--- config.mk ---
export PLATFORM = sky130hd
export DESIGN_NAME = lzwh_out
export DESIGN_NICKNAME = d
export VERILOG_FILES = /design/src/design/lzwh_pkg.sv /design/src/design/lzwh_out.sv
export SDC_FILE = /design/constraint.sdc
export NUM_CORES = 1
export LEC_CHECK = 0
export BUFFER_PORTS_ARGS = -buffer_cell sky130_fd_sc_hd__clkbuf_2
export CORE_ASPECT_RATIO = 0.8
export CORE_UTILIZATION = 36
export DETAILED_ROUTE_END_ITERATION = 7
export PLACE_DENSITY = 0.64
export SYNTH_ARGS = -nofsm -noshare
export SYNTH_HDL_FRONTEND = slang
export SYNTH_SLANG_ARGS = --single-unit
--- constraint.sdc ---
create_clock -name i_clk -period 2.43 [get_ports i_clk]
set_input_delay 0.1215 -clock i_clk [delete_from_list [all_inputs] [get_ports i_clk]]
set_output_delay 0.1215 -clock i_clk [all_outputs]
set_load 0.02 [all_outputs]
--- src/design/lzwh_pkg.sv ---
// Shared types and constants of the hashed-table LZW compressor.
// No dependencies; every other design file imports this package.
`timescale 1ns / 1ps

package lzwh_pkg;

    localparam int unsigned TAB_DEPTH = 4096;
    localparam int unsigned TAB_AW    = 12;

    localparam logic [TAB_AW-1:0] TAB_LAST      = 12'hFFF;
    localparam logic [TAB_AW-1:0] STEP_LAST     = 12'hFFF;
    localparam logic [TAB_AW-1:0] NOT_FOUND     = 12'hFFF;
    localparam logic [TAB_AW-1:0] PROBE_STEP    = 12'd101;
    localparam logic [TAB_AW-1:0] GROWTH_LIMIT  = 12'd3840;
    localparam logic [12:0]       NO_PREFIX     = 13'h1000;
    localparam logic [15:0]       ROOT_HASH_BASE = 16'hFFFF;
    localparam logic [16:0]       HASH_OR       = 17'h00800;
    localparam logic [7:0]        LAST_ROOT     = 8'hFF;

    // One input word after the front has taken it.
    typedef struct packed {
        logic [7:0] data_byte;
        logic       first_of_block;
        logic       last_of_block;
    } t_cmd;

    // One packed output byte with its end-of-item mark.
    typedef struct packed {
        logic [7:0] out_byte;
        logic       last_out;
    } t_obyte;

endpackage

--- src/design/lzwh_out.sv ---
// Output side: four-entry byte queue that drives the master stream.
// Depends on lzwh_pkg (t_obyte).
`timescale 1ns / 1ps

module lzwh_out (
    input  logic             i_clk,
    input  logic             i_rst_n,
    input  logic             i_push,
    input  lzwh_pkg::t_obyte i_byte,
    output logic             o_full,
    output logic             o_m_axis_tvalid,
    input  logic             i_m_axis_tready,
    output logic [7:0]       o_m_axis_tdata,
    output logic             o_m_axis_tlast
);
    import lzwh_pkg::*;

    t_obyte     r_q [4];
    logic [1:0] r_wp, r_rp;
    logic [2:0] r_cnt;
    logic       w_pop;

    assign o_full          = (r_cnt == 3'd4);
    assign o_m_axis_tvalid = (r_cnt != 3'd0);
    assign o_m_axis_tdata  = r_q[r_rp].out_byte;
    assign o_m_axis_tlast  = r_q[r_rp].last_out;
    assign w_pop           = o_m_axis_tvalid && i_m_axis_tready;

    always_ff @(posedge i_clk) begin
        if (!i_rst_n) begin
            r_wp  <= 2'd0;
            r_rp  <= 2'd0;
            r_cnt <= 3'd0;
        end else begin
            if (i_push) r_wp <= r_wp + 2'd1;
            if (w_pop) r_rp <= r_rp + 2'd1;
            case ({i_push, w_pop})
                2'b10:   r_cnt <= r_cnt + 3'd1;
                2'b01:   r_cnt <= r_cnt - 3'd1;
                default: r_cnt <= r_cnt;
            endcase
        end
    end

    always_ff @(posedge i_clk) begin
        if (i_push) r_q[r_wp] <= i_byte;
    end

endmodule

# [Word level (Yosys, flattened, before mapping)]
# Memories as Yosys holds them, arrays and structs flattened. A register that Yosys moved wholly into a read port is not among the register bits.
# Cells that the tools add are included.
[totals] n_memories=1 ram_bits=36 wordCells=19 regBits=7 in_bits=13
[op_classes] mux=5 n_addsub=4 n_eq_ne=3 n_reduce_logical=3
[memory_table] name="r_q" depth=4 width=9 read_ports=1 rd_clocked_by_memory_dff=1 wr=1 line="lzwh_out.sv:18" source="t_obyte r_q [4];"
[op_table] operator="$pmux 3 s2" count=1
[op_table] operator="$add 2x1->2 const B" count=2
[op_table] operator="$mux 2" count=2
[op_table] operator="$add 3x1->3 const B" count=1
[op_table] operator="$eq 3x3->1 const B" count=1
[op_table] operator="$reduce_bool 3->1" count=1
[op_table] operator="$sub 3x1->3 const B" count=1
[op_table] operator="$eq 2x1->1 const B" count=1
[op_table] operator="$eq 2x2->1 const B" count=1
[op_table] operator="$mux 1" count=2
[op_table] operator="$reduce_bool 2->1" count=1
[op_table] operator="$logic_and 1x1->1" count=1

# [Depth between registers and ports, before layout]
[logic_depth] word_depth=4 ltp_mapped=7 mapped_depth_nobuf=7

# [Worst setup path before layout]
# No wires, ideal clock.
[synth_path] kind="register to register" start="register r_cnt[0]" end="register r_cnt[2]" synth_period_minus_slack_ps=1765 slack_ps=665 required_time_ps=2360 setup_ps=70 stages_incl_launch_ff=8 t_arrival_ps=1695 path_cell_list="dfxtp_1 > o31a_2 > ha_1 > inv_1 > fa_1 > xor2_1 > or3_1 > a21boi_1"
[synth_between] elab_chain_cells=4 word_cells_on_any_way=8
[synth_lines] item="from (decl)" line="lzwh_out.sv:20" source="logic [2:0] r_cnt;"
[synth_lines] item="from (signal assigned)" line="lzwh_out.sv:38" source="2'b10: r_cnt <= r_cnt + 3'd1;"
[synth_lines] item="from (signal assigned)" line="lzwh_out.sv:39" source="2'b01: r_cnt <= r_cnt - 3'd1;"
[synth_lines] item="from (signal assigned)" line="lzwh_out.sv:40" source="default: r_cnt <= r_cnt;"
[synth_lines] item="$reduce_bool 3->1 (*)" line="lzwh_out.sv:24" source="assign o_m_axis_tvalid = (r_cnt != 3'd0);"
[synth_lines] item="$logic_and 1x1->1 (*)" line="lzwh_out.sv:27" source="assign w_pop = o_m_axis_tvalid && i_m_axis_tready;"
[synth_lines] item="named net w_pop" line="lzwh_out.sv:21" source="logic w_pop;"
[synth_lines] item="$eq 2x1->1 or $eq 2x2->1 (tied branches)" line="lzwh_out.sv:37" source="case ({i_push, w_pop})"
[synth_lines] item="$pmux 3 s2 or $reduce_bool 2->1 (tied branches)"
# The timed path passes the listed nets; every way through them passes the cells marked *.
# A chain may end at the register's enable or synchronous reset.

# [Final worst setup path]
# Same ends and word-level chain as after synthesis.

==> results_dict.tcl <==
set metrics [dict create \
    cts_tree "yes" \
    via_per_inst 4.78 \
    ys_ff_latch 45 \
    grt_use_total_pct 12.7 \
    cts_hold_buffers 0 \
    rsz0062_at_grt "false" \
    timing.rr.start "r_cnt[0]$_SDFFE_PN0P_" \
    synth_cell_types 21 \
    grt_overflow 0 \
    start_util_pct 38.2 \
    finalNonFillerCells 183 \
    start_kind "flip-flop" \
    area_delta_synth_final_pct 17.3 \
    tightest_slew_ns 0.653 \
    drv_cap 0 \
    clock_latency_ns 0.29 \
    regToRegEndpoint "r_cnt[2]$_SDFFE_PN0P_" \
    numClockSinks 45 \
    postRouteAntennaNets 0 \
    top_level_ports 24 \
    synth_fp_nets 113 \
    fin_util_pct 44.8 \
    layout_common_cells "36 x edfxtp_1, 23 x clkbuf_2, 9 x mux4_2, 9 x dfxtp_1, 8 x and2_1" \
    finalCritPeriodShare_pct 81.6 \
    multiInputGateArea_um2 475 \
    clock.fmax_mhz 504 \
    cts_buffer_depth 2 \
    seq_area_frac_synth_pct 71.0 \
    holdWs_ns 0.0475 \
    synth.avg_cell_area_um2 18.9 \
    regArea_um2 1260 \
    nets 141 \
    crit_type "flip-flop to flip-flop" \
    worst-path-max-fanout 5 \
    r2r_cells 7 \
    dieWidth_um 80.5 \
    p_leak_uw 0.000741 \
    first_pass_iters 4 \
    power_density_nw_per_um2 1000 \
    yosys_warnings 0 \
    hp-class "input pin to flip-flop" \
    routabilityCongestion 0.770 \
    die-area_um2 5220 \
    post_cts_buffers 0 \
    rows 22 \
    setup_viol 0 \
    cts_buffers 5 \
    antenna_found_initial 0 \
    drt_iter0_markers 75 \
    hold_path_end "r_q[0][7]$_DFFE_PP_" \
    final.setup.tns_ns 0 \
    grt_pass1_wl_um 4570 \
    r2r_slack_ns 0.45 \
    fin_worst_skew_ns 0.00512 \
    via_count 875 \
    drive_above_1_share_pct 35.0 \
    hp-start "i_byte[7]" \
    crit_required_ns 2.65 \
    post_drt_wl_per_cell_um 15.6 \
    endpoint_kind "flip-flop" \
    slew_viol_final 0 \
    syn_area_um2 1780 \
    whs_path_depth 1 \
    final_common_cell "edfxtp_1" \
    slew_headroom_pct 56.4 \
    cts-resized-gates 0 \
    grt_pass1_vias 947 \
    wirelength_um 2860 \
    drc 0 \
    hpwl_um 1910 \
    port_buffers 23 \
    arrival_ns 2.21 \
    die_h_um 64.8 \
    run_status "finished, final reports clean" \
    grt_max_degree 15 \
    cts.clk_slew.worst_paths_ns 0.08 \
    peakVddDrop_uv 481 \
    finalHoldViolations 0 \
    n_fill_cell 428 \
    n_antenna_cell 0 \
    dp.cells 175 \
    cts_root_buf "clkbuf_8" \
    layout_min_cycle_time_ns 1.98 \
    core_um2 4650 \
    syn_inst 94 \
    htree_levels 2 \
]
-- cell type report --
class	instances	share of cell area (%)
clock inverters	3	3.12
clock buffers	5	3.30
repair buffers	23	5.53
flip-flops and latches	45	60.5
multi-input cells	41	22.8
inverters	6	1.08
well taps	60	3.60
-- worst max-delay path, stage by stage, from the launching register on --
cell      delay, ns
dfxtp_1        0.43
o31a_2         0.20
ha_1           0.18
inv_1          0.06
fa_1           0.38
xor2_1         0.16
or3_1          0.32
a21boi_1       0.17
-- how the worst max path moves through the flow --
stage                                startpoint  depth (start not counted)                     to
final                     r_cnt[0]$_SDFFE_PN0P_                          7  r_cnt[2]$_SDFFE_PN0P_
after global routing                  flip-flop                          2      o_m_axis_tdata[5]
after CTS                             flip-flop                          2      o_m_axis_tdata[5]
after detailed placement  r_cnt[0]$_SDFFE_PN0P_                          7  r_cnt[2]$_SDFFE_PN0P_
after floorplan           r_cnt[0]$_SDFFE_PN0P_                          7  r_cnt[2]$_SDFFE_PN0P_
after global placement    r_cnt[0]$_SDFFE_PN0P_                          7  r_cnt[2]$_SDFFE_PN0P_
-- cells by family after synthesis --
group / synth area share (%)
flops: 71.0
xor+xnor: 2.47
buf+inv: 2.18
fa+ha+maj: 4.65
compound gates: 2.47
simple gates: 5.22
mux: 12.0
-- routing by layer --
| metal | share of wire [%] | track usage (%) | wire [µm] |
|---|---|---|---|
| met5 | 0 | 0 | 0 |
| met4 | 1.5 | 6.03 | 43 |
| met3 | 5.4 | 4.51 | 155 |
| met2 | 48 | 19.2 | 1360 |
| met1 | 45 | 16.4 | 1290 |
-- registers in the layout, indices dropped and copies added, names as in the netlist, named ones only --
| register | count |
|---|---|
| r_cnt | 3 |
| r_wp | 2 |
| r_rp | 2 |
| r_q | 36 |
-- where the power goes --
group,internal [µW],switching [µW]
Clock,408,241
Sequential,901,86.5
Combinational,219,227
Total,1530,555
-- cells in the mapped netlist (all sizes together) --
library cell | number | area [µm²]
mux2i | 1 | 10.0
o21ai | 2 | 10.0
or3 | 2 | 13.8
mux4 | 9 | 203
dfxtp | 9 | 180
and3 | 1 | 6.26
buf | 1 | 11.3
a21boi | 1 | 7.51
nand2 | 1 | 3.75
o31a | 1 | 10.0
xor2 | 2 | 17.5
fa | 1 | 20.0
inv | 6 | 22.5
clkbuf | 1 | 5.00
nor2b | 3 | 18.8
edfxtp | 36 | 1080
xnor2 | 3 | 26.3
and2 | 8 | 50.1
o311ai | 1 | 16.3
ha | 5 | 62.6
-- through the flow --
step,power [µW],instance area [µm²],setup WS (ns)
6_report,2080,2080,0.448
3_5_place_dp,1460,1950,0.461
4_1_cts,2110,2080,0.426
2_1_floorplan,1330,1780,0.665
3_3_place_gp,1430,1950,0.637
5_1_grt,2190,2080,0.356
Note: power is estimated with default switching activity, not from simulation.
