[src/design/lzwh_pkg.sv]
// Shared types and constants of the hashed-table LZW compressor.
// No dependencies; every other design file imports this package.
`timescale 1ns / 1ps

package lzwh_pkg;

    localparam int unsigned TAB_DEPTH = 4096;
    localparam int unsigned TAB_AW    = 12;

    localparam logic [TAB_AW-1:0] TAB_LAST      = 12'hFFF;
    localparam logic [TAB_AW-1:0] STEP_LAST     = 12'hFFF;
    localparam logic [TAB_AW-1:0] NOT_FOUND     = 12'hFFF;
    localparam logic [TAB_AW-1:0] PROBE_STEP    = 12'd101;
    localparam logic [TAB_AW-1:0] GROWTH_LIMIT  = 12'd3840;
    localparam logic [12:0]       NO_PREFIX     = 13'h1000;
    localparam logic [15:0]       ROOT_HASH_BASE = 16'hFFFF;
    localparam logic [16:0]       HASH_OR       = 17'h00800;
    localparam logic [7:0]        LAST_ROOT     = 8'hFF;

    // One input word after the front has taken it.
    typedef struct packed {
        logic [7:0] data_byte;
        logic       first_of_block;
        logic       last_of_block;
    } t_cmd;

    // One packed output byte with its end-of-item mark.
    typedef struct packed {
        logic [7:0] out_byte;
        logic       last_out;
    } t_obyte;

endpackage

[src/design/lzwh_front.sv]
// Input side: accepts words from the slave stream into a two-entry command queue.
// Depends on lzwh_pkg (t_cmd).
`timescale 1ns / 1ps

module lzwh_front (
    input  logic           i_clk,
    input  logic           i_rst_n,
    input  logic           i_s_axis_tvalid,
    output logic           o_s_axis_tready,
    input  logic [7:0]     i_s_axis_tdata,
    input  logic [0:0]     i_s_axis_tuser,
    input  logic           i_s_axis_tlast,
    input  logic           i_hold,
    output logic           o_cmd_valid,
    output lzwh_pkg::t_cmd o_cmd,
    input  logic           i_cmd_pop
);
    import lzwh_pkg::*;

    t_cmd       r_q [2];
    logic       r_wp, r_rp;
    logic [1:0] r_cnt;
    logic       w_push;

    assign o_s_axis_tready = (r_cnt != 2'd2) && !i_hold;
    assign w_push          = i_s_axis_tvalid && o_s_axis_tready;
    assign o_cmd_valid     = (r_cnt != 2'd0);
    assign o_cmd           = r_q[r_rp];

    always_ff @(posedge i_clk) begin
        if (!i_rst_n) begin
            r_wp  <= 1'b0;
            r_rp  <= 1'b0;
            r_cnt <= 2'd0;
        end else begin
            if (w_push) r_wp <= ~r_wp;
            if (i_cmd_pop) r_rp <= ~r_rp;
            case ({w_push, i_cmd_pop})
                2'b10:   r_cnt <= r_cnt + 2'd1;
                2'b01:   r_cnt <= r_cnt - 2'd1;
                default: r_cnt <= r_cnt;
            endcase
        end
    end

    always_ff @(posedge i_clk) begin
        if (w_push) begin
            r_q[r_wp] <= '{data_byte:      i_s_axis_tdata,
                           first_of_block: i_s_axis_tuser[0],
                           last_of_block:  i_s_axis_tlast};
        end
    end

endmodule

[config.mk]
export PLATFORM = sky130hd
export DESIGN_NAME = lzwh_front
export DESIGN_NICKNAME = d
export VERILOG_FILES = /design/src/design/lzwh_pkg.sv /design/src/design/lzwh_front.sv
export SDC_FILE = /design/constraint.sdc
export NUM_CORES = 1
export LEC_CHECK = 0
export BUFFER_PORTS_ARGS = -buffer_cell sky130_fd_sc_hd__buf_2
export CAP_MARGIN = 0
export CORE_MARGIN = 2
export CORE_UTILIZATION = 30
export CTS_CLUSTER_SIZE = 28
export DETAILED_ROUTE_END_ITERATION = 12
export PLACE_DENSITY = 0.57
export SLEW_MARGIN = 5
export SYNTH_ARGS = -nofsm -noshare
export SYNTH_HDL_FRONTEND = slang
export SYNTH_SLANG_ARGS = --single-unit
export TNS_END_PERCENT = 1
[constraint.sdc]
create_clock -name i_clk -period 2.3 [get_ports i_clk]
set_clock_uncertainty 0.15 [all_clocks]
set_input_delay 0.115 -clock i_clk [delete_from_list [all_inputs] [get_ports i_clk]]
set_output_delay 0.115 -clock i_clk [all_outputs]
set_load 0.03 [all_outputs]
# After elaboration in Yosys (flattened, before gate mapping)
# Memories as Yosys holds them, arrays and structs flattened. A register that Yosys moved wholly into a read port is not among the register bits.
# Index checks and enable logic that the tools add are counted.
dict set report totals {
  ff_bits 4
  word_cells 21
  in_bits 15
  ramBits 20
  mem_count 1
  out_inout_bits 12
}
dict set report classes {
  n_reduce_logical 5
  muxes 5
  eq_ne 3
  n_bitwise 2
  add_sub_neg 2
}
# memory depth width read_ports rd_clocked_by_memory_dff write_ports line_no
set memory_table {}
lappend memory_table {r_q 2 10 1 1 1 lzwh_front.sv:20} ;# t_cmd r_q [2];
# cell count
set op_table {}
lappend op_table {{1-bit 2-to-1 mux} 4}
lappend op_table {{2-bit case mux with 2 select lines} 1}
lappend op_table {{2-bit nonzero test} 2}
lappend op_table {{2-bit by 1-bit adder with 2-bit output (second input constant)} 1}
lappend op_table {{2-bit by 1-bit equality test with 1-bit output (second input constant)} 1}
lappend op_table {{2-bit equality test (second input constant)} 1}
lappend op_table {{1-bit logical AND} 2}
lappend op_table {{2-bit != test (second input constant)} 1}
lappend op_table {{1-bit NOT} 2}
lappend op_table {{2-bit by 1-bit subtractor with 2-bit output (second input constant)} 1}
lappend op_table {{1-bit logical NOT} 1}

# Longest topological paths before layout
# Gate-level depths: netlist of the first run.
dict set report logic_depth {
  ltp_word 5
  mapped_depth 7
  mapped_depth_nobuf 7
}

# Worst setup path after synthesis of the first run
# OpenSTA, ideal clock, no wires.
dict set report synth_path {
  kind {reg2reg}
  start {reg r_cnt[0]}
  end {reg r_cnt[1]}
  arrival_time_ns 1.790
  required_time_ns 2.080
  path_buffers 0
  setup_slack_ns 0.290
  path_stages_with_launch 7
  period_less_slack_ns 2.010
  setup_ns 0.070
  cell_sequence {dfxtp_1 nor2b_1 nor2_1 nand2_1 ha_1 or3_1 a21boi_1}
}
dict set report synth_between {
  elab_chain_len 5
  word_cells_on_any_way 9
  cone_classes {add/sub: 2; eq/ne: 3; mux: 1; reduce/logical: 3}
}
# element line_no
set synth_rtl {}
lappend synth_rtl {{from (decl)} lzwh_front.sv:22} ;# logic [1:0] r_cnt;
lappend synth_rtl {{from (signal assigned)} lzwh_front.sv:39} ;# 2'b10: r_cnt <= r_cnt + 2'd1;
lappend synth_rtl {{from (signal assigned)} lzwh_front.sv:40} ;# 2'b01: r_cnt <= r_cnt - 2'd1;
lappend synth_rtl {{from (signal assigned)} lzwh_front.sv:41} ;# default: r_cnt <= r_cnt;
lappend synth_rtl {{2-bit != test *} lzwh_front.sv:25} ;# assign o_s_axis_tready = (r_cnt != 2'd2) && !i_hold;
lappend synth_rtl {{1-bit logical AND *} lzwh_front.sv:25}
lappend synth_rtl {{named net o_s_axis_tready} lzwh_front.sv:9} ;# output logic o_s_axis_tready,
lappend synth_rtl {{1-bit logical AND *} lzwh_front.sv:26} ;# assign w_push = i_s_axis_tvalid && o_s_axis_tready;
lappend synth_rtl {{2-bit by 1-bit equality test with 1-bit output or 2-bit equality test (tied branches)} lzwh_front.sv:38} ;# case ({w_push, i_cmd_pop})
lappend synth_rtl {{2-bit case mux with 2 select lines or 2-bit nonzero test (tied branches)} --}
# The timed path passes the listed nets; every way through them passes the cells marked *.
# A chain may end at the register's enable or synchronous reset.

==> metrics.yaml, run 1 <==
drt:
  drc: 0
  drtAntennaViolNets: 0
  first_pass_iters: 2
  routed_via_density: 4.15
  routed_wl_mm: 1.53
  wire_per_inst_um: 10.8
  via_count: 589
  drtIter0Drc: 2
cts:
  clk_latency_ns: 0.31
  clk_pin_slew_worst_paths_ns: 0.13
  cts.sinks: 25
  h-tree-depth: 1
  postCtsSetupBuffers: 0
  numCtsBuffers: 3
  clockBufferDepth: 2
  cts_tree: "built"
  cts-root-buf: "clkbuf_4"
  cts-resized-gates: 0
power_and_ir_drop:
  p_leak_nw: 0.497
  p_sw_share_pct: 26.8
  seqPwrFrac_pct: 59.1
  p_per_area_nw_per_um2: 703
  max-vdd-ir-drop_mv: 0.517
  p_comb_share_pct: 19.3
  clockPowerShare_pct: 21.6
  p_switching_w: 0.000243
  power.internal_w: 0.000664
min_path:
  hold_end: "r_wp$_SDFFE_PN0P_"
  holdPathStages: 4
  hp-class: "in2reg"
  min_from: "i_s_axis_tvalid"
timing:
  worstMarginPinSlew_ns: 0.495
  fin_crit_ns: 1.79
  setup_violations: 0
  maxSlewViolCount: 0
  tns_ns: 0
  hold_viol: 0
  max_freq_mhz: 558
  relSlewSlack_pct: 67.0
  rsz0062_at_grt: "false"
  finalCritPeriodShare_pct: 77.9
floorplanning:
  io_pins: 27
  dieHeight_um: 60.3
  fp.dieArea_um2: 3630
  core_area_um2: 3030
  start_util_pct: 31.4
  die_w_um: 60.3
  core.rowCount: 20
synthesis:
  synthTopCellsByCount: "edfxtp_1, mux2_2, dfxtp_1"
  muxShareOfSynthArea_pct: 11.9
  synth_top_family_by_area: "multiplexers"
  ys_warn_count: 0
  ys.flop_type: "edfxtp_1"
  synth_area_um2: 950
  synth_compound_area_share_pct: 2.64
  synthXorXnorAreaFrac_pct: 2.77
  yosys.area.top_type_share_pct: 63.2
  yosysUniqueCellTypes: 18
  syn_inst: 56
  ys_seq_elements: 25
  synth_edf_count: 20
  synth_top_area_cell: "edfxtp_1"
  synth.area.top_cells: "edfxtp_1, mux2_2, dfxtp_1, and2_1, xnor2_1"
  syn_nets: 72
  synth_fa_ha_area_share_pct: 1.32
  async_flop_share_pct: 0
  ys_seq_area_share_pct: 73.8
  avgSynthCellArea_um2: 17.0
  synth_most_common_cell: "edfxtp_1"
  synthSimpleGateAreaFrac_pct: 6.72
critical_path:
  r2r-end: "r_cnt[1]$_SDFFE_PN0P_"
  critPathMaxStageDelay_ns: 0.64
  critPathKind: "reg2out"
  r2r_start: "r_cnt[0]$_SDFFE_PN0P_"
  crit_chain: "mux2_2 > buf_2"
  cp_max_fo: 10
  rrSetupSlack_ns: 0.53
  slowest_stage: "dfxtp_1"
  cp.required_ns: 2.04
  setup.worst_path.end_class: "output pin"
  rr_worst_depth: 6
  startpoint_type: "register"
  arrival_ns: 1.53
global_routing:
  antenna_found_initial: 0
  grt_max_degree: 16
  grt_pass1_vias: 615
  grt-ovfl-total: 0
  track_usage_pct: 9.32
  grt_pass1_wl_mm: 2.41
final_layout:
  drive_gt1_share_pct: 41.8
  final-seq-area_um2: 701
  fin_util_pct: 42.6
  fillers: 300
  area_growth_pct: 35.8
  antennaDiodeCount: 0
  multiInputGateArea_um2: 240
  nets: 115
place:
  place_hpwl_mm: 1.04
  place_congestion: 0.577
  port-buffer-count: 26
flow_run:
  drv_cap: 0
run_status:
  status: "completed"
==> worst max-delay path: cells and delay by family (launching register included) <==
family	cells	cell delay (ns)
DFF	1	0.64
muxes	1	0.39
buffers and inverters	1	0.18
==> per-stage QoR <==
stage               setup slack, ns  instance area, µm²  total power, W  std cells  hold slack [ns]
floorplan                     0.290                 950        0.000656         56           0.0639
global placement              0.641                1130        0.000700        125            0.157
detailed placement            0.536                1130        0.000706        125            0.156
CTS                           0.454                1290        0.000919        142           0.0197
global route                  0.407                1290        0.000950        142           0.0579
finish                        0.508                1290        0.000906        142           0.0327
==> cell families (layout without fill, tap and decap cells) <==
group / count (synthesis) / count (layout)
AO/OA/AOI/OAI: 4 / 4
XOR/XNOR: 3 / 3
adder cells (fa/ha/maj): 1 / 1
AND/OR/NAND/NOR: 11 / 11
buffers and inverters: 2 / 44
flip-flops: 25 / 25
multiplexers: 10 / 10
==> metal layers <==
layer	vias to the layer above	share of wire [%]	GRT usage [%]
met5	-	0	0
met3	0	9.2	4.98
met1	280	44	9.24
met4	0	0	0.952
li1	289	-	-
met2	20	47	17.5
==> worst max-delay path by stage <==
stage	start	endpoint	slack, ns
floorplan	r_cnt[0]$_SDFFE_PN0P_	r_cnt[1]$_SDFFE_PN0P_	0.29
global placement	r_cnt[0]$_SDFFE_PN0P_	r_q[0][5]$_DFFE_PP_	0.64
detailed placement	r_cnt[0]$_SDFFE_PN0P_	r_cnt[1]$_SDFFE_PN0P_	0.54
CTS	register	o_cmd[9]	0.45
global route	register	o_cmd[1]	0.41
finish	register	o_cmd[9]	0.51
==> final cells by class <==
cell class	count	share of cell area (%)
flip-flops and latches	25	54.3
well taps	44	4.27
inverters	1	0.291
repair buffers	39	20.2
multi-input cells	29	18.6
clock inverters	1	0.582
clock buffers	3	1.75
==> timing repair <==
action / 4_1_cts / 5_1_grt
hold endpoints to repair: 25 / 0
endpoints found under the setup margin: 0 / 0
hold buffers: 13 / 0
==> flip-flops by register name, summed over array words and instances, names as in the netlist, named ones only <==
name	cells
r_q	20
r_cnt	2
r_rp	1
r_wp	1
==> cells in the final DEF, fill, tap and decap left out, types with 2 or more instances in the layout <==
cell           netlist  routed
buf_2                1      26
edfxtp_1            20      20
dlygate4sd3_1        0      13
mux2_2              10      10
dfxtp_1              5       5
and2_1               3       3
clkbuf_4             0       3
or3_1                2       2
xnor2_1              2       2
o21ai_0              2       2
a21boi_1             2       2
==> power by group through the flow <==
stage	sequential [W]	combinational, W	clock [W]
2_1_floorplan	0.000535	0.000120	0
3_3_place_gp	0.000543	0.000157	0
3_5_place_dp	0.000546	0.000159	0
6_report	0.000535	0.000175	0.000196
5_1_grt	0.000539	0.000189	0.000222
4_1_cts	0.000536	0.000178	0.000205
No activity file was read; power rests on OpenSTA's default activity.
==> run 2: changes to the inputs <==
--- a/config.mk
+++ b/config.mk
@@ -11,7 +11,7 @@
 export CORE_UTILIZATION = 30
 export CTS_CLUSTER_SIZE = 28
 export DETAILED_ROUTE_END_ITERATION = 12
-export PLACE_DENSITY = 0.57
+export PLACE_DENSITY = 0.59
 export SLEW_MARGIN = 5
 export SYNTH_ARGS = -nofsm -noshare
 export SYNTH_HDL_FRONTEND = slang
==> constraint.sdc (replaced) <==
create_clock -name i_clk -period 1.5 [get_ports i_clk]
set_clock_uncertainty 0.15 [all_clocks]
set_input_delay 0.075 -clock i_clk [delete_from_list [all_inputs] [get_ports i_clk]]
set_output_delay 0.075 -clock i_clk [all_outputs]
set_load 0.03 [all_outputs]
==> run 2 against run 1 <==
Net effect:
- the run now ends with setup timing left
- core utilization up 7.7 points
- first-iteration DRC count rose to 7.5 times the previous value
- flip-flop and latch count unchanged
- combinational power up 140%
- clock-buffer cell count unchanged
- final area up 18%
- die area unchanged
- register-to-register slack worse by 0.61 ns
- critical endpoint is now r_cnt[1]$_SDFFE_PN0P_
- highest routed layer is now met4
==> metrics.yaml, run 2 (synthesized netlist as in run 1, its figures left out) <==
drt:
  wire_per_inst_um: 11.2  # +4.0%
  routed_wl_mm: 1.68  # +9.8%
  drtIter0Drc: 15  # +13
  highest_layer: "met4"
  drc: 0  # unchanged
  wl_met2_um: 823  # +14%
  wl_met3_um: 100  # -29%
  wl_met1_um: 743  # +11%
  first_pass_iters: 2  # unchanged
  via_count: 620  # +5.3%
  routed_via_density: 4.13  # -0.35%
  drtAntennaViolNets: 0  # unchanged
critical_path:
  slowest_stage: "dfxtp_2"
  cp.required_ns: 1.60  # -0.44 ns
  arrival_ns: 1.67  # +0.14 ns
  setup.worst_path.end_class: "register"
  crit_chain: "nor2b_4 > nor2_4 > nand2_2 > ha_4 > xnor2_1 > or3_1 > a21boi_1"
  cp_max_fo: 3  # -7
  startpoint_type: "register"
  critPathKind: "reg2reg"
  critPathMaxStageDelay_ns: 0.35  # -0.29 ns
cts:
  clk_pin_slew_worst_paths_ns: 0.14  # about the same
  cts-root-buf: "clkbuf_4"
  cts_tree: "built"
  cts.sinks: 25  # unchanged
  numCtsBuffers: 3  # unchanged
  clk_latency_ns: 0.31  # about the same
  h-tree-depth: 1  # unchanged
  clockBufferDepth: 2  # unchanged
global_routing:
  grt-ovfl-total: 0  # unchanged
  grt_max_degree: 16  # unchanged
  grt_pass1_vias: 680  # +11%
  grt_pass1_wl_mm: 2.86  # +19%
  track_usage_pct: 10.9  # +1.6 points
  antenna_found_initial: 0  # unchanged
power_and_ir_drop:
  power_w: 0.00152  # +67%
  p_sw_share_pct: 26.1  # -0.63 points
  clockPowerShare_pct: 19.2  # -2.4 points
  p_leak_nw: 0.605  # +22%
  p_per_area_nw_per_um2: 995  # +42%
  p_comb_share_pct: 27.2  # +7.9 points
  seqPwrFrac_pct: 53.6  # -5.5 points
  max-vdd-ir-drop_mv: 0.346  # -33%
  power.internal_w: 0.00112  # +69%
  p_switching_w: 0.000397  # +63%
timing:
  hold_viol: 0  # unchanged
  worstMarginPinSlew_ns: 0.150  # -0.345 ns
  setup_violations: 1  # +1
  max_freq_mhz: 635
  maxSlewViolCount: 0  # unchanged
  rsz0062_at_grt: "true"
  fin_ws_ns: -0.0750  # -0.583 ns
  finalCritPeriodShare_pct: 105
  fin_crit_ns: 1.58
  relSlewSlack_pct: 89.9  # +23 points
final_layout:
  final_cell_mix: "edfxtp_1, buf_2, dlygate4sd3_1"
  final_common_cell: "edfxtp_1"
  final-seq-area_um2: 704  # +0.54%
  antennaDiodeCount: 0  # unchanged
  top_regs: "r_q x20, r_cnt x2"
  nets: 123  # +7.0%
  multiInputGateArea_um2: 313  # +30%
  top_register: "r_q"
  drive_gt1_share_pct: 53.8  # +12 points
  area_growth_pct: 60.5
  largest_register_ffs: 20  # unchanged
  fillers: 261  # -13%
floorplanning:
  core_area_um2: 3030  # unchanged
  core.rowCount: 20  # unchanged
  io_pins: 27  # unchanged
  die_w_um: 60.3  # unchanged
  fp.dieArea_um2: 3630  # unchanged
  dieHeight_um: 60.3  # unchanged
  start_util_pct: 31.4  # unchanged
flow_run:
  drv_cap: 0  # unchanged
run_status:
  status: "finished, violations left"
  violations: "setup timing"
place:
  place_ws_ns: -0.0481  # -0.584 ns
  place_congestion: 0.678  # +18%
  port-buffer-count: 26  # unchanged
  place_hpwl_mm: 1.06  # +1.9%
min_path:
  hp-class: "in2reg"
run 2: cell types whose count changed in the layout (fill, tap and decap cells not counted), moves of 2 or more:
cell,previous run,this run
mux2_2,10,0
buf_6,0,12
dfxtp_1,5,2
buf_4,0,3
mux2_4,0,10
buf_2,26,16
buf_12,0,2
dfxtp_2,0,3
run 2: per-stage QoR:
step / area (µm²) / utilization, % / TNS [ns] / instances / hold WS [ns]
6_report: 1520 / 50.3 / -0.0750 / 150 / 0.0570
5_1_grt: 1520 / 50.3 / -0.948 / 150 / 0.0438
4_1_cts: 1520 / 50.2 / -0.181 / 150 / 0.0192
3_5_place_dp: 1220 / 40.4 / -0.0481 / 130 / 0.119
3_3_place_gp: 1220 / 40.4 / 0 / 130 / 0.114
2_1_floorplan: 981 / - / -0.605 / 56 / 0.0239
run 2: per-layer routing:
| metal | vias up | GRT usage (%) |
|---|---|---|
| met5 | - | 0 |
| met2 | 19 | 18.3 |
| met4 | 0 | 4.76 |
| met1 | 292 | 13.0 |
| li1 | 307 | - |
| met3 | 2 | 3.03 |
run 2: path summary, 6_finish.rpt:
check                                           start                     to  cells past startpoint  slack, ns
worst max-delay path            r_cnt[1]$_SDFFE_PN0P_  r_cnt[1]$_SDFFE_PN0P_                      7      -0.08
worst min-delay path                           i_hold      r_wp$_SDFFE_PN0P_                      4       0.06
worst max register to register  r_cnt[1]$_SDFFE_PN0P_  r_cnt[1]$_SDFFE_PN0P_                      7      -0.08
worst min register to register      r_wp$_SDFFE_PN0P_      r_wp$_SDFFE_PN0P_                      2       0.36
run 2: power by group through the flow:
stage / Sequential (W) / Combinational (W) / Clock [W]
after floorplan: 0.000825 / 0.000198 / 0
after global placement: 0.000823 / 0.000303 / 0
after detailed placement: 0.000824 / 0.000308 / 0
after CTS: 0.000813 / 0.000413 / 0.000310
after global routing: 0.000818 / 0.000443 / 0.000339
final: 0.000813 / 0.000412 / 0.000292
run 2: what timing repair did:
action,in CTS,in global routing
pin swaps,2,1
endpoints found under the hold margin,25,0
resized for setup,35,2
setup endpoints to repair,11,32
cloned,1,0
setup buffers,1,0
hold buffers,14,0
run 2: cell type report:
class | count | area share [%]
repair buffers | 47 | 27.4
inverters | 1 | 0.246
multi-input cells | 29 | 20.5
well taps | 44 | 3.61
clock inverters | 1 | 0.493
clock buffers | 3 | 1.48
flip-flops and latches | 25 | 46.2
run 2: critical path, delay by kind of cell (launching register included):
family	cells	cell delay (ns)
AOI/OAI and AO/OA	1	0.13
adders and majority gates	1	0.15
xor gates and xnor gates	1	0.12
DFF	1	0.35
and+or+nand+nor	4	0.61
==> run 3: changes to the inputs <==
--- a/config.mk
+++ b/config.mk
@@ -11,7 +11,8 @@
 export CORE_UTILIZATION = 30
 export CTS_CLUSTER_SIZE = 28
 export DETAILED_ROUTE_END_ITERATION = 12
-export PLACE_DENSITY = 0.59
+export MAX_ROUTING_LAYER = met4
+export PLACE_DENSITY = 0.57
 export SLEW_MARGIN = 5
 export SYNTH_ARGS = -nofsm -noshare
 export SYNTH_HDL_FRONTEND = slang
==> constraint.sdc (replaced) <==
create_clock -name i_clk -period 1.9 [get_ports i_clk]
set_clock_uncertainty 0.15 [all_clocks]
set_input_delay 0.095 -clock i_clk [delete_from_list [all_inputs] [get_ports i_clk]]
set_output_delay 0.095 -clock i_clk [all_outputs]
set_load 0.03 [all_outputs]
==> run 3 against run 2 <==
Net effect:
- setup slack gained 0.23 ns
- die area is the same
- the run now ends clean
- largest power group unchanged
- core utilization shrank 7.6 points
- highest routed layer is now met3
- critical path type is now reg2out
- sequential power shrank 20%
- global-route usage shrank 1.4 points
==> metrics.yaml, run 3 (synthesized netlist as in run 1, its figures left out) <==
run_status:
  status: "completed"
cts:
  clk_pin_slew_worst_paths_ns: 0.13  # about the same
  clk_latency_ns: 0.31  # about the same
  cts_tree: "built"
  clockBufferDepth: 2  # unchanged
  h-tree-depth: 1  # unchanged
  cts.sinks: 25  # unchanged
  cts-root-buf: "clkbuf_4"
  numCtsBuffers: 3  # unchanged
timing:
  tns_ns: 0  # +0.0750 ns
  hold_viol: 0  # unchanged
  finalCritPeriodShare_pct: 92.0
  fin_crit_ns: 1.75
  rsz0062_at_grt: "false"
  max_freq_mhz: 572
  fin_ws_ns: 0.152  # +0.227 ns
  worstMarginPinSlew_ns: 0.480  # +0.330 ns
  maxSlewViolCount: 0  # unchanged
  relSlewSlack_pct: 68.0  # -22 points
  setup_violations: 0  # -1
power_and_ir_drop:
  clockPowerShare_pct: 21.5  # +2.3 points
  p_comb_share_pct: 19.7  # -7.5 points
  p_switching_w: 0.000294  # -26%
  power.internal_w: 0.000804  # -28%
  seqPwrFrac_pct: 58.9  # +5.3 points
  max-vdd-ir-drop_mv: 0.549  # +59%
  p_sw_share_pct: 26.8  # +0.65 points
  p_leak_nw: 0.497  # -18%
  p_per_area_nw_per_um2: 850  # -15%
final_layout:
  top_register: "r_q"
  final_common_cell: "buf_2"
  final_cell_mix: "buf_2, edfxtp_1, dlygate4sd3_1"
  antennaDiodeCount: 0  # unchanged
  finalInstanceArea_um2: 1290  # -15%
  top_regs: "r_q x20, r_cnt x2"
  drive_gt1_share_pct: 42.9  # -11 points
  largest_register_ffs: 20  # unchanged
  final_cells: 142  # -5.3%
  nets: 115  # -6.5%
  area_growth_pct: 36.1
floorplanning:
  start_util_pct: 31.4  # unchanged
  core.rowCount: 20  # unchanged
  die_w_um: 60.3  # unchanged
  dieHeight_um: 60.3  # unchanged
  fp.dieArea_um2: 3630  # unchanged
  io_pins: 27  # unchanged
  core_area_um2: 3030  # unchanged
place:
  placed_area_um2: 1130  # -7.5%
  port-buffer-count: 26  # unchanged
  place_hpwl_mm: 1.13  # +6.2%
  place_congestion: 0.632  # -6.8%
  dp_cells: 125  # -3.8%
  place_ws_ns: 0.179  # +0.227 ns
global_routing:
  antenna_found_initial: 0  # unchanged
  track_usage_pct: 9.57  # -1.4 points
  grt_pass1_vias: 613  # -9.9%
  grt_max_degree: 16  # unchanged
  grt-ovfl-total: 0  # unchanged
  grt_pass1_wl_mm: 2.42  # -15%
critical_path:
  startpoint_type: "register"
  setup.worst_path.end_class: "output pin"
  cp_max_fo: 10  # +7
  arrival_ns: 1.50  # -0.17 ns
  r2r_start: "r_cnt[0]$_SDFFE_PN0P_"
  cp.required_ns: 1.65  # +0.05 ns
  rr_worst_depth: 6  # -1
  critPathKind: "reg2out"
min_path:
  min_from: "i_s_axis_tvalid"
  hp-class: "in2reg"
  holdPathStages: 4  # unchanged
flow_run:
  drv_cap: 0  # unchanged
drt:
  first_pass_iters: 2  # unchanged
  via_count: 594  # -4.2%
  drtAntennaViolNets: 0  # unchanged
  routed_wl_mm: 1.59  # -5.3%
  routed_via_density: 4.18  # +1.2%
  wire_per_inst_um: 11.2  # about the same
  drtIter0Drc: 6  # -9
  drc: 0  # unchanged
## run 3: routing by layer
layer	track usage, %	up-vias	routed length, µm
met5	-	-	0
met4	1.90	0	0
met3	4.11	0	111
met2	18.0	21	819
met1	8.89	283	658
li1	-	290	-
## run 3: power by group through the flow
stage	sequential, W	clock, W	combinational, W
5_1_grt	0.000651	0.000267	0.000232
6_report	0.000647	0.000236	0.000216
2_1_floorplan	0.000648	0	0.000147
3_3_place_gp	0.000658	0	0.000191
3_5_place_dp	0.000660	0	0.000197
4_1_cts	0.000648	0.000251	0.000220
## run 3: cell type report
type | instances | area, µm²
clock buffer | 3 | 22.5
clock inverter | 1 | 7.51
fill | 289 | 1740
inverter | 1 | 3.75
multi-input combinational | 29 | 243
sequential | 25 | 701
tap | 44 | 55.1
timing repair buffer | 39 | 260
## run 3: path summary, 6_finish.rpt
check                                             end  slack (ns)
worst max register to register  r_cnt[1]$_SDFFE_PN0P_        0.16
worst min register to register      r_wp$_SDFFE_PN0P_        0.36
worst min-delay path                r_wp$_SDFFE_PN0P_        0.03
worst max-delay path                         o_cmd[5]        0.15
## run 3: repair_timing
action,CTS,global route
hold buffers,13,0
endpoints found under the hold margin,25,0
gates resized for setup,0,0
buffers inserted,0,0
## run 3: through the flow
step | hold slack [ns] | total power, W | util (%)
finish | 0.0282 | 0.00110 | 42.7
detailed placement | 0.138 | 0.000857 | 37.4
global route | 0.0369 | 0.00115 | 42.7
floorplan | 0.0439 | 0.000795 | -
CTS | 0.0138 | 0.00112 | 42.7
global placement | 0.135 | 0.000849 | 37.4
## run 3: worst max-delay path, cell delays in order (launching register included)
cell and delay [ns]:
dfxtp_1 0.63, mux2_2 0.39, buf_2 0.18
